File: src/sv/cwbs_pkg.sv
package cwbs_pkg;

	localparam int PIX_W = 19;
	localparam int BANK_W = 4;
	localparam int ADDR_W = 8;
	localparam int N_BANKS = 16;
	localparam int N_SLOTS = 4;
	localparam int SLOT_W = 2;
	localparam int IMAGE_SIDE_DEF = 28;

	// Write plan for one pixel, slots in issue order.
	typedef struct packed {
		logic [N_SLOTS-1:0]             take;
		logic [N_SLOTS-1:0][BANK_W-1:0] bank;
		logic                           wrap;
	} plan_t;

endpackage

File: src/sv/cwbs_plan.sv
module cwbs_plan #(
	parameter int IMAGE_SIDE = cwbs_pkg::IMAGE_SIDE_DEF
) (
	input  logic                       clk,
	input  logic                       arst_n,
	input  logic                       in_valid,
	output logic                       in_ready,
	input  logic [cwbs_pkg::PIX_W-1:0] pixel_value,
	input  logic                       plan_done,
	output logic                       plan_valid_s1,
	output cwbs_pkg::plan_t            plan_s1,
	output logic [cwbs_pkg::PIX_W-1:0] pixel_s1
);

	localparam int POS_W = $clog2(IMAGE_SIDE);
	localparam int TOP = IMAGE_SIDE - 1;
	localparam int LAST_EVEN = (TOP % 2 == 0) ? TOP : TOP - 1;
	localparam int LAST_ODD = (TOP % 2 == 1) ? TOP : TOP - 1;

	logic [POS_W-1:0] row_q;
	logic [POS_W-1:0] col_q;
	logic             accept;
	logic             row_a;
	logic             col_b;
	logic             even_even;
	logic [1:0]       row_half;
	logic [1:0]       col_half;
	logic             col_end;
	logic             row_end;
	cwbs_pkg::plan_t  plan_d;
	logic [cwbs_pkg::N_SLOTS-1:0] slot_r;
	logic [cwbs_pkg::N_SLOTS-1:0] slot_c;

	assign in_ready = !plan_valid_s1 || plan_done;
	assign accept = in_valid && in_ready;

	assign row_a = row_q[0];
	assign col_b = col_q[0];
	assign even_even = !row_a && !col_b;
	assign col_end = (col_q == POS_W'(TOP));
	assign row_end = (row_q == POS_W'(TOP));

	// half 0 drops the last index of its parity, half 1 the first
	assign row_half[0] = row_a ? (row_q != POS_W'(LAST_ODD)) : (row_q != POS_W'(LAST_EVEN));
	assign row_half[1] = (row_q[POS_W-1:1] != '0);
	assign col_half[0] = col_b ? (col_q != POS_W'(LAST_ODD)) : (col_q != POS_W'(LAST_EVEN));
	assign col_half[1] = (col_q[POS_W-1:1] != '0);

	// even/even goes column half first, other parities row half first
	assign slot_r = even_even ? 4'b1100 : 4'b1010;
	assign slot_c = even_even ? 4'b1010 : 4'b1100;

	always_comb begin
		for (int k = 0; k < cwbs_pkg::N_SLOTS; k++) begin
			plan_d.take[k] = row_half[slot_r[k]] && col_half[slot_c[k]];
			plan_d.bank[k] = {slot_r[k], row_a, slot_c[k], col_b};
		end
		plan_d.wrap = col_end && row_end;
	end

	always_ff @(posedge clk or negedge arst_n) begin
		if (!arst_n) begin
			row_q <= '0;
			col_q <= '0;
			plan_valid_s1 <= 1'b0;
		end else begin
			if (accept) begin
				plan_valid_s1 <= 1'b1;
				if (col_end) begin
					col_q <= '0;
					row_q <= row_end ? '0 : row_q + 1'b1;
				end else begin
					col_q <= col_q + 1'b1;
				end
			end else if (plan_done) begin
				plan_valid_s1 <= 1'b0;
			end
		end
	end

	always_ff @(posedge clk) begin
		if (accept) begin
			plan_s1 <= plan_d;
			pixel_s1 <= pixel_value;
		end
	end

endmodule

File: src/sv/cwbs_emit.sv
module cwbs_emit (
	input  logic                        clk,
	input  logic                        arst_n,
	input  logic                        plan_valid_s1,
	input  cwbs_pkg::plan_t             plan_s1,
	input  logic [cwbs_pkg::PIX_W-1:0]  pixel_s1,
	output logic                        plan_done,
	output logic                        out_valid,
	input  logic                        out_ready,
	output logic [cwbs_pkg::BANK_W-1:0] bank_select,
	output logic [cwbs_pkg::ADDR_W-1:0] bank_address,
	output logic [cwbs_pkg::PIX_W-1:0]  pixel_out,
	output logic                        last_write
);

	logic [cwbs_pkg::ADDR_W-1:0]  count_q [cwbs_pkg::N_BANKS];
	logic [cwbs_pkg::N_SLOTS-1:0] issued_q;
	logic [cwbs_pkg::N_SLOTS-1:0] pending;
	logic [cwbs_pkg::N_SLOTS-1:0] pick;
	logic [cwbs_pkg::N_SLOTS-1:0] rest;
	logic [cwbs_pkg::SLOT_W-1:0]  sel;
	logic [cwbs_pkg::BANK_W-1:0]  sel_bank;
	logic                         found;
	logic                         load;
	logic                         final_beat;

	assign pending = plan_s1.take & ~issued_q;

	always_comb begin
		sel = '0;
		found = 1'b0;
		for (int k = 0; k < cwbs_pkg::N_SLOTS; k++) begin
			if (!found && pending[k]) begin
				sel = cwbs_pkg::SLOT_W'(k);
				found = 1'b1;
			end
		end
	end

	assign pick = cwbs_pkg::N_SLOTS'(1) << sel;
	assign rest = pending & ~pick;
	assign sel_bank = plan_s1.bank[sel];

	assign load = plan_valid_s1 && found && (!out_valid || out_ready);
	assign final_beat = load && (rest == '0);
	// a pixel with no writes leaves at once
	assign plan_done = plan_valid_s1 && (!found || final_beat);

	always_ff @(posedge clk or negedge arst_n) begin
		if (!arst_n) begin
			out_valid <= 1'b0;
			issued_q <= '0;
			for (int b = 0; b < cwbs_pkg::N_BANKS; b++) begin
				count_q[b] <= '0;
			end
		end else begin
			if (load) begin
				out_valid <= 1'b1;
			end else if (out_ready) begin
				out_valid <= 1'b0;
			end
			if (plan_done) begin
				issued_q <= '0;
			end else if (load) begin
				issued_q <= issued_q | pick;
			end
			// end of image: every bank address restarts
			if (plan_done && plan_s1.wrap) begin
				for (int b = 0; b < cwbs_pkg::N_BANKS; b++) begin
					count_q[b] <= '0;
				end
			end else if (load) begin
				count_q[sel_bank] <= count_q[sel_bank] + 1'b1;
			end
		end
	end

	always_ff @(posedge clk) begin
		if (load) begin
			bank_select <= sel_bank;
			bank_address <= count_q[sel_bank];
			pixel_out <= pixel_s1;
			last_write <= (rest == '0);
		end
	end

endmodule

File: src/sv/conv_window_bank_scatter_unit.sv
// A pixel's plan is registered in the plan stage, then each of its write beats in
// the write output register. Beats go out one per cycle while out_ready is high,
// 1 to 4 per pixel (4 for an interior pixel), set by the single write output register.
// A new pixel is taken while the previous pixel's last write waits.
// Reset (arst_n low, asynchronous): position, bank addresses and valids clear.
module conv_window_bank_scatter_unit #(
	parameter int IMAGE_SIDE = cwbs_pkg::IMAGE_SIDE_DEF
) (
	input  logic                        clk,
	input  logic                        arst_n,
	input  logic                        in_valid,
	output logic                        in_ready,
	input  logic [cwbs_pkg::PIX_W-1:0]  pixel_value,
	output logic                        out_valid,
	input  logic                        out_ready,
	output logic [cwbs_pkg::BANK_W-1:0] bank_select,
	output logic [cwbs_pkg::ADDR_W-1:0] bank_address,
	output logic [cwbs_pkg::PIX_W-1:0]  pixel_out,
	output logic                        last_write
);

	logic                       plan_valid_s1;
	logic                       plan_done;
	cwbs_pkg::plan_t            plan_s1;
	logic [cwbs_pkg::PIX_W-1:0] pixel_s1;

	cwbs_plan #(
		.IMAGE_SIDE(IMAGE_SIDE)
	) u_plan (
		.clk           (clk),
		.arst_n        (arst_n),
		.in_valid      (in_valid),
		.in_ready      (in_ready),
		.pixel_value   (pixel_value),
		.plan_done     (plan_done),
		.plan_valid_s1 (plan_valid_s1),
		.plan_s1       (plan_s1),
		.pixel_s1      (pixel_s1)
	);

	cwbs_emit u_emit (
		.clk           (clk),
		.arst_n        (arst_n),
		.plan_valid_s1 (plan_valid_s1),
		.plan_s1       (plan_s1),
		.pixel_s1      (pixel_s1),
		.plan_done     (plan_done),
		.out_valid     (out_valid),
		.out_ready     (out_ready),
		.bank_select   (bank_select),
		.bank_address  (bank_address),
		.pixel_out     (pixel_out),
		.last_write    (last_write)
	);

endmodule

File: config.mk
export PLATFORM = sky130hd
export DESIGN_NAME = conv_window_bank_scatter_unit
export DESIGN_NICKNAME = d
export VERILOG_FILES = /design/src/sv/cwbs_pkg.sv /design/src/sv/cwbs_plan.sv /design/src/sv/cwbs_emit.sv /design/src/sv/conv_window_bank_scatter_unit.sv
export SDC_FILE = /design/constraint.sdc
export NUM_CORES = 1
export LEC_CHECK = 0
export BUFFER_PORTS_ARGS = -buffer_cell sky130_fd_sc_hd__buf_4
export CORE_UTILIZATION = 57
export CTS_BUF_LIST = sky130_fd_sc_hd__clkbuf_2 sky130_fd_sc_hd__clkbuf_4 sky130_fd_sc_hd__clkbuf_8
export CTS_CLUSTER_DIAMETER = 40
export DETAILED_ROUTE_END_ITERATION = 12
export PLACE_DENSITY = 0.81
export SYNTH_ARGS = -nofsm -noshare
export SYNTH_HDL_FRONTEND = slang
export SYNTH_HIERARCHICAL = 1
export SYNTH_SLANG_ARGS = --single-unit
File: constraint.sdc
create_clock -name clk -period 3.8 [get_ports clk]
set_input_delay 0 -clock clk [delete_from_list [all_inputs] [get_ports clk]]
set_output_delay 0 -clock clk [all_outputs]
set_load 0.005 [all_outputs]
# --- Yosys cells after proc, flatten, opt, wreduce, memory -nomap -nowiden ---
# Cells that the tools add are included.
# W data, S select, Z words.
op_classes:
  add_sub_neg: 3
  order_cmp: 11
  n_eq_ne: 6
  n_shift: 1
  n_mux: 45
  bitwise: 6
  n_reduce_logical: 35
ops:
  columns: ["cell", "n"]
  rows:
  - ["$mux W128", 2]
  - ["$bwmux W128", 1]
  - ["$bmux W8 S4", 1]
  - ["$demux W8 S4", 1]
  - ["$mux W1", 27]
  - ["$mux W8", 3]
  - ["$ne A5 B5 Y1 const B", 4]
  - ["$logic_and A1 B1 Y1", 16]
  - ["$lt A1 B2 Y1 const B", 6]
  - ["$mux W4", 3]
  - ["$add A5 B1 Y5 const B", 2]
  - ["$eq A5 B5 Y1 const B", 2]
  - ["$mux W5", 2]
  - ["$add A8 B1 Y8 const B", 1]
  - ["$and A4 B4 Y4", 2]
  - ["$bmux W4 S2", 1]
  - ["$logic_not A1 Y1", 8]
  - ["$not A4 Y4", 2]
  - ["$reduce_bool A2 Y1", 4]
  - ["$reduce_bool A4 Y1", 2]
  - ["$mux W3", 2]
  - ["$ge A5 B5 Y1 const B", 1]
  - ["$lt A5 B1 Y1 const B", 1]
  - ["$not A4 Y5", 1]
  - ["other kinds (8)", 12]
word_totals:
  ff_bits: 216
  in_bits: 23
  output_inout_bits: 34
  word_cells: 139

# --- Depth between registers and ports, before layout ---
logic_depth:
  ltp_word: 22
  mapped_depth: 19
  ltp_nobuf: 14

# --- Modules after synthesis ---
# The synthesis kept the hierarchy.
by_module_without_submodules:
  columns: ["module", "n_inst", "cells_each", "area_each_um2", "seq_area_each_um2"]
  rows:
  - ["cwbs_emit", 1, 943, 8861.0, 4289.1]
  - ["cwbs_plan", 1, 116, 1640.3, 1116.1]

# --- Worst setup path before layout ---
# Ideal clock, no wire load.
synth_path:
  path_type: "register -> register"
  start: "register, netlist name u_plan/plan_s1[18]"
  end: "register u_emit/count_q[10] (netlist name)"
  setup_ns: 0.078
  t_arrival_ns: 3.912
  required_ns: 3.722
  path_slack_ns: -0.190
  stages_incl_launch_ff: 18
  path_buffers: 5
  period_less_slack_ns: 3.990
  path_cell_list: "edfxtp_1 -> nor2b_2 -> buf_4 -> a211oi_2 -> buf_4 -> mux2i_1 -> o21ai_4 -> and2_1 -> buf_2 -> and3_1 -> nor4_4 -> clkbuf_1 -> inv_1 -> ha_1 -> xnor2_1 -> clkbuf_1 -> nand2_1 -> a21oi_1"
synth_between:
  elab_chain_cells: 19
  word_cells_on_any_way: 39
synth_rtl:
  columns: ["element", "line", "source"]
  rows:
  - ["$and A4 B4 Y4 *", "cwbs_emit.sv:27", "assign pending = plan_s1.take & ~issued_q;"]
  - ["$logic_and A1 B1 Y1 *", "cwbs_emit.sv:33", "if (!found && pending[k]) begin"]
  - ["$mux W1", "cwbs_emit.sv:33", null]
  - ["$logic_not A1 Y1", "cwbs_emit.sv:33", null]
  - ["$logic_and A1 B1 Y1", "cwbs_emit.sv:33", null]
  - ["$mux W1", "cwbs_emit.sv:33", null]
  - ["$logic_not A1 Y1", "cwbs_emit.sv:33", null]
  - ["$logic_and A1 B1 Y1", "cwbs_emit.sv:33", null]
  - ["[... 3 more ...]", null, null]
  - ["net u_emit.sel_bank (one bit)", "cwbs_emit.sv:22", "logic [cwbs_pkg::BANK_W-1:0] sel_bank;"]
  - ["$not A4 Y5 (implied by the code) *", "cwbs_emit.sv:73", "count_q[sel_bank] <= count_q[sel_bank] + 1'b1;"]
  - ["$bmux W8 S4 (tied with other cells)", "cwbs_emit.sv:73", null]
  - ["$mux W8 (implied by the code) or $logic_and A1 B1 Y1 (tied branches)", "cwbs_emit.sv:73", null]
  - ["$mux W8 (implied by the code)", "cwbs_emit.sv:73", null]
  - ["$add A8 B1 Y8 or $demux W8 S4 (tied branches)", "cwbs_emit.sv:73", null]
  - ["$bwmux W128 *", "cwbs_emit.sv:73", null]
  - ["$mux W128 *", "cwbs_emit.sv:72", "end else if (load) begin"]
  - ["$mux W128 *", "cwbs_emit.sv:68", "if (plan_done && plan_s1.wrap) begin"]
  - ["to (signal, indexed assignment)", "cwbs_emit.sv:73", null]
  - ["to (decl)", "cwbs_emit.sv:16", "logic [cwbs_pkg::ADDR_W-1:0] count_q [cwbs_pkg::N_BANKS];"]
# Mark *: on every way through the listed nets, which the timed path passes. The rest lies on a longest branch. The select of a mux whose other input is x is not followed.
# A chain may end at the register's enable or synchronous reset.

# --- Final worst setup path ---
layout_path:
  start: "register u_emit/issued_q[2] (netlist name)"
  end: "register u_emit/count_q[47] (netlist name)"
layout_between:
  elab_chain_cells: 17
  word_cells_on_any_way: 36
layout_rtl:
  columns: ["element", "line", "source"]
  rows:
  - ["from (decl)", "cwbs_emit.sv:17", "logic [cwbs_pkg::N_SLOTS-1:0] issued_q;"]
  - ["from (signal assigned)", "cwbs_emit.sv:65", "issued_q <= issued_q | pick;"]
  - ["$not A4 Y4 *", "cwbs_emit.sv:27", null]
  - ["$and A4 B4 Y4 *", "cwbs_emit.sv:27", null]
  - ["$logic_and A1 B1 Y1", "cwbs_emit.sv:33", null]
  - ["$mux W1", "cwbs_emit.sv:33", null]
  - ["$logic_not A1 Y1", "cwbs_emit.sv:33", null]
  - ["$logic_and A1 B1 Y1", "cwbs_emit.sv:33", null]
  - ["$mux W2", "cwbs_emit.sv:33", null]
  - ["$bmux W4 S2", "cwbs_emit.sv:42", "assign sel_bank = plan_s1.bank[sel];"]
  - ["$mux W4 (implied by the code)", "cwbs_emit.sv:42", null]
  - ["$not A4 Y5 (implied by the code)", "cwbs_emit.sv:73", null]
  - ["$bmux W8 S4 (tied with other cells)", "cwbs_emit.sv:73", null]
  - ["$mux W8 (implied by the code) or $logic_and A1 B1 Y1 (tied branches)", "cwbs_emit.sv:73", null]
  - ["$mux W8 (implied by the code)", "cwbs_emit.sv:73", null]
  - ["$add A8 B1 Y8 or $demux W8 S4 (tied branches)", "cwbs_emit.sv:73", null]
  - ["$bwmux W128", "cwbs_emit.sv:73", null]
  - ["$mux W128", "cwbs_emit.sv:72", null]
  - ["$mux W128", "cwbs_emit.sv:68", null]
# Mark *: on every way between the ends. The rest lies on a longest branch, timed or not. The select of a mux whose other input is x is not followed.

==> flow_summary_export.csv <==
group,metric,value,unit
sta,period_needed,3680,ps
clocking,clkSlewWorstSetupHoldPaths,60,ps
floorplan,io_pins,57,
detailed_routing,vias,9234,
logic_synthesis,synth_simple_gate_area_frac,0.173,
logic_synthesis,synth_edf_count,60,
logic_synthesis,syn_inst,1059,
placed_design,gp_congestion,0.952,
clocking,clkLatencyLatePin,530,ps
floorplan,die_w,138,um
detailed_routing,ant_nets,0,
sta,finalMaxSlewViolations,0,
logic_synthesis,synth_top_family_by_area,"compound AO/OA/AOI/OAI gates",
worst_setup_path,slowest_stage,"nor3_4",
clocking,root_buffer,"clkbuf_8",
sta,fin_crit_sh,0.969,
final_layout,fin_nets,1189,
worst_setup_path,rr_startpoint,"u_emit/issued_q[2]$_DFFE_PN0P_",
final_layout,n_antenna_cell,0,
detailed_routing,routed_wl,30.2,mm
sta,finClkSkew,35.1,ps
worst_setup_path,path_cells,"buf_4, nor3b_1, a31oi_4, buf_4, o22ai_1, buf_4, o221ai_1, a21oi_1, nor4_4, buf_4, nor3_4, nand3_2, xor2_4, buf_12, a21oi_1",
detailed_routing,via_per_inst,6.51,
grt,grt_usage,0.327,
clocking,cts.sinks,204,
sta,worst_pin_slew,1040,ps
logic_synthesis,yosysSeqAreaShare,0.515,
sta,slew_headroom,0.307,
worst_setup_path,worst_ep_required_time,4240,ps
detailed_routing,dr.pass1.iters,9,
floorplan,placementRows,49,
logic_synthesis,synth_fa_ha_area_frac,0.00357,
logic_synthesis,synthFlopType,"dfrtp_1",
logic_synthesis,syn_area,0.0105,mm2
worst_setup_path,max_stage_delay,390,ps
logic_synthesis,synthArstFlopShare,0.706,
grt,grt_pass1_wl,47.3,mm
grt,grt_max_degree,66,
logic_synthesis,muxShareOfSynthArea,0.0386,
logic_synthesis,ys_types,85,
clocking,htreeDepth,2,
grt,grt_pass1_vias,8617,
clocking,cts.path.max_buffers,3,
final_layout,drive_gt1_frac,0.224,
logic_synthesis,yosysWarningCount,6,
worst_setup_path,crit_path_start,"u_emit/issued_q[2]$_DFFE_PN0P_",
worst_setup_path,crit_top_cell,"buf_4",
detailed_routing,drc,0,
clocking,cts_made_buffers,36,
outcome,outcome,"completed",
logic_synthesis,synth-compound-area-share,0.204,
floorplan,start_util,0.583,
final_layout,area_growth,17.9,%
worst_setup_path,cp_max_fo,16,
sta,rsz0062_at_grt,"true",
flow_run,max-cap-violations,0,
floorplan,dieArea,0.0190,mm2
final_layout,layout_commonest_cell,"nand2_1",
hold_path,hold_class,"input pin to asynchronous set/reset pin",
grt,antenna_found_initial,0,
worst_setup_path,worst-path-buf-inv,5,
detailed_routing,drtIter0Drc,1323,
grt,grt-ovfl-total,0,
worst_setup_path,path_class,"register to register",
clocking,cts_tree,"done",
worst_setup_path,crit_arrival,4120,ps
floorplan,die_h,138,um
worst_setup_path,startpoint_type,"register",
placed_design,numPortBuffers,56,
final_layout,stdcell_count,1418,
worst_setup_path,crit_path_end_kind,"register",
final_layout,final_cell_mix,"170 x nand2_1, 144 x dfrtp_1, 125 x buf_4, 93 x o21ai_0, 86 x a21oi_1",
sta,finalHoldViolCount,0,
worst_setup_path,crit_family,"simple AND/OR/NAND/NOR gates",
logic_synthesis,ys_seq_elements,204,
floorplan,core_area,0.0180,mm2
placed_design,dp.cells,1328,
placed_design,place.detailed.hpwl,19.4,mm
logic_synthesis,synth.avg_cell_area,9.92,um2
detailed_routing,drt-wirelength-per-cell,21.3,um
logic_synthesis,synth_xor_area_frac,0.00810,
sta,finalSetupViolations,0,
sta,clock.fmax,0.272,GHz
## registers in the layout, summed over array words and instances (netlist names)
register and count:
u_plan/row_q 5, u_emit/count_q 128, u_plan/pixel_s1 19, u_emit/bank_address 8
u_emit/bank_select 4, u_emit/out_valid 1, u_emit/issued_q 4, u_plan/col_q 5
u_plan/plan_valid_s1 1, u_emit/pixel_out 19, u_emit/last_write 1, u_plan/plan_s1 9
## per-layer routing
| layer | GRT usage | share of wire |
|---|---|---|
| met5 | 0 | 0 |
| met4 | 0.129 | 0.039 |
| met3 | 0.0835 | 0.11 |
| met2 | 0.502 | 0.46 |
| met1 | 0.443 | 0.40 |
## Yosys cell counts, drive strengths merged (4+ instances only)
cell type	instances	area, um2
nand2	170	638
dfrtp	144	3600
a21oi	107	614
o21ai	98	502
edfxtp	60	1800
buf	48	363
nor2	45	169
clkbuf	44	166
nand3	40	210
nor3	36	206
mux2i	33	334
and3	31	199
o22ai	24	150
o221ai	23	208
inv	19	73.8
nor4	15	128
a221oi	11	128
a31oi	11	83.8
o31ai	9	81.3
nand2b	8	50.1
nor2b	6	40.0
o211ai	5	37.5
a21boi	4	45.0
a22oi	4	30.0
and2	4	25.0
mux2	4	48.8
xnor2	4	57.6
## kinds of logic after synthesis
family / Yosys count
compound gates: 322
other cells: 2
mux: 38
simple gates: 374
buf+inv: 111
fa+ha+maj: 3
flops: 204
xor+xnor: 5
## repair_timing
action | CTS | global route
endpoints found under the hold margin | 89 | 0
setup endpoints to repair | 11 | 68
resized for setup | 0 | 5
pin swaps | 1 | 1
hold buffers | 22 | 0
buffers inserted | 2 | 2
## through the flow
stage	utilization	TNS, ps	setup slack, ps	instance area, um2	hold WS (ps)
finish	0.687	0	118	12400	27.1
CTS	0.684	0	44.0	12300	38.2
detailed placement	0.630	-167	-73.9	11400	24.3
global route	0.687	-38.0	-20.3	12400	99.7
global placement	0.630	0	103	11400	29.4
floorplan	-	0	8.86	10500	-296
## layout make-up
class / instances / area (um2)
Fill cell: 1370 / 5650
Sequential cell: 204 / 5410
Multi-Input combinational cell: 746 / 4560
Timing Repair Buffer: 156 / 1330
Clock buffer: 56 / 683
Tap cell: 229 / 287
Inverter: 19 / 73.8
Clock inverter: 8 / 40.0
## path summary, 6_finish.rpt
kind                                                   end  slack [ps]  cells after the start
setup / recovery            u_emit/count_q[47]$_DFFE_PN0P_         120                     15
hold / removal             u_emit/count_q[124]$_DFFE_PN0P_          30                      2
hold reg to reg              u_emit/pixel_out[2]$_DFFE_PP_         420                      0
min in group clk             u_plan/pixel_s1[16]$_DFFE_PP_         210                      2
setup reg to reg            u_emit/count_q[47]$_DFFE_PN0P_         120                     15
max in group asynchronous    u_emit/count_q[7]$_DFFE_PN0P_        2750                      3
## worst reg2reg max path, delay by kind of cell, from the launching register on
family / cells / cell delay (ps)
XOR/XNOR: 1 / 210
AO/OA/AOI/OAI: 5 / 1020
buffers and inverters: 5 / 930
AND/OR/NAND/NOR: 4 / 1070
flip-flops: 1 / 370
Power is not shown: default switching activity piles up to over one toggle a cycle in this logic, so the estimate is an artifact.
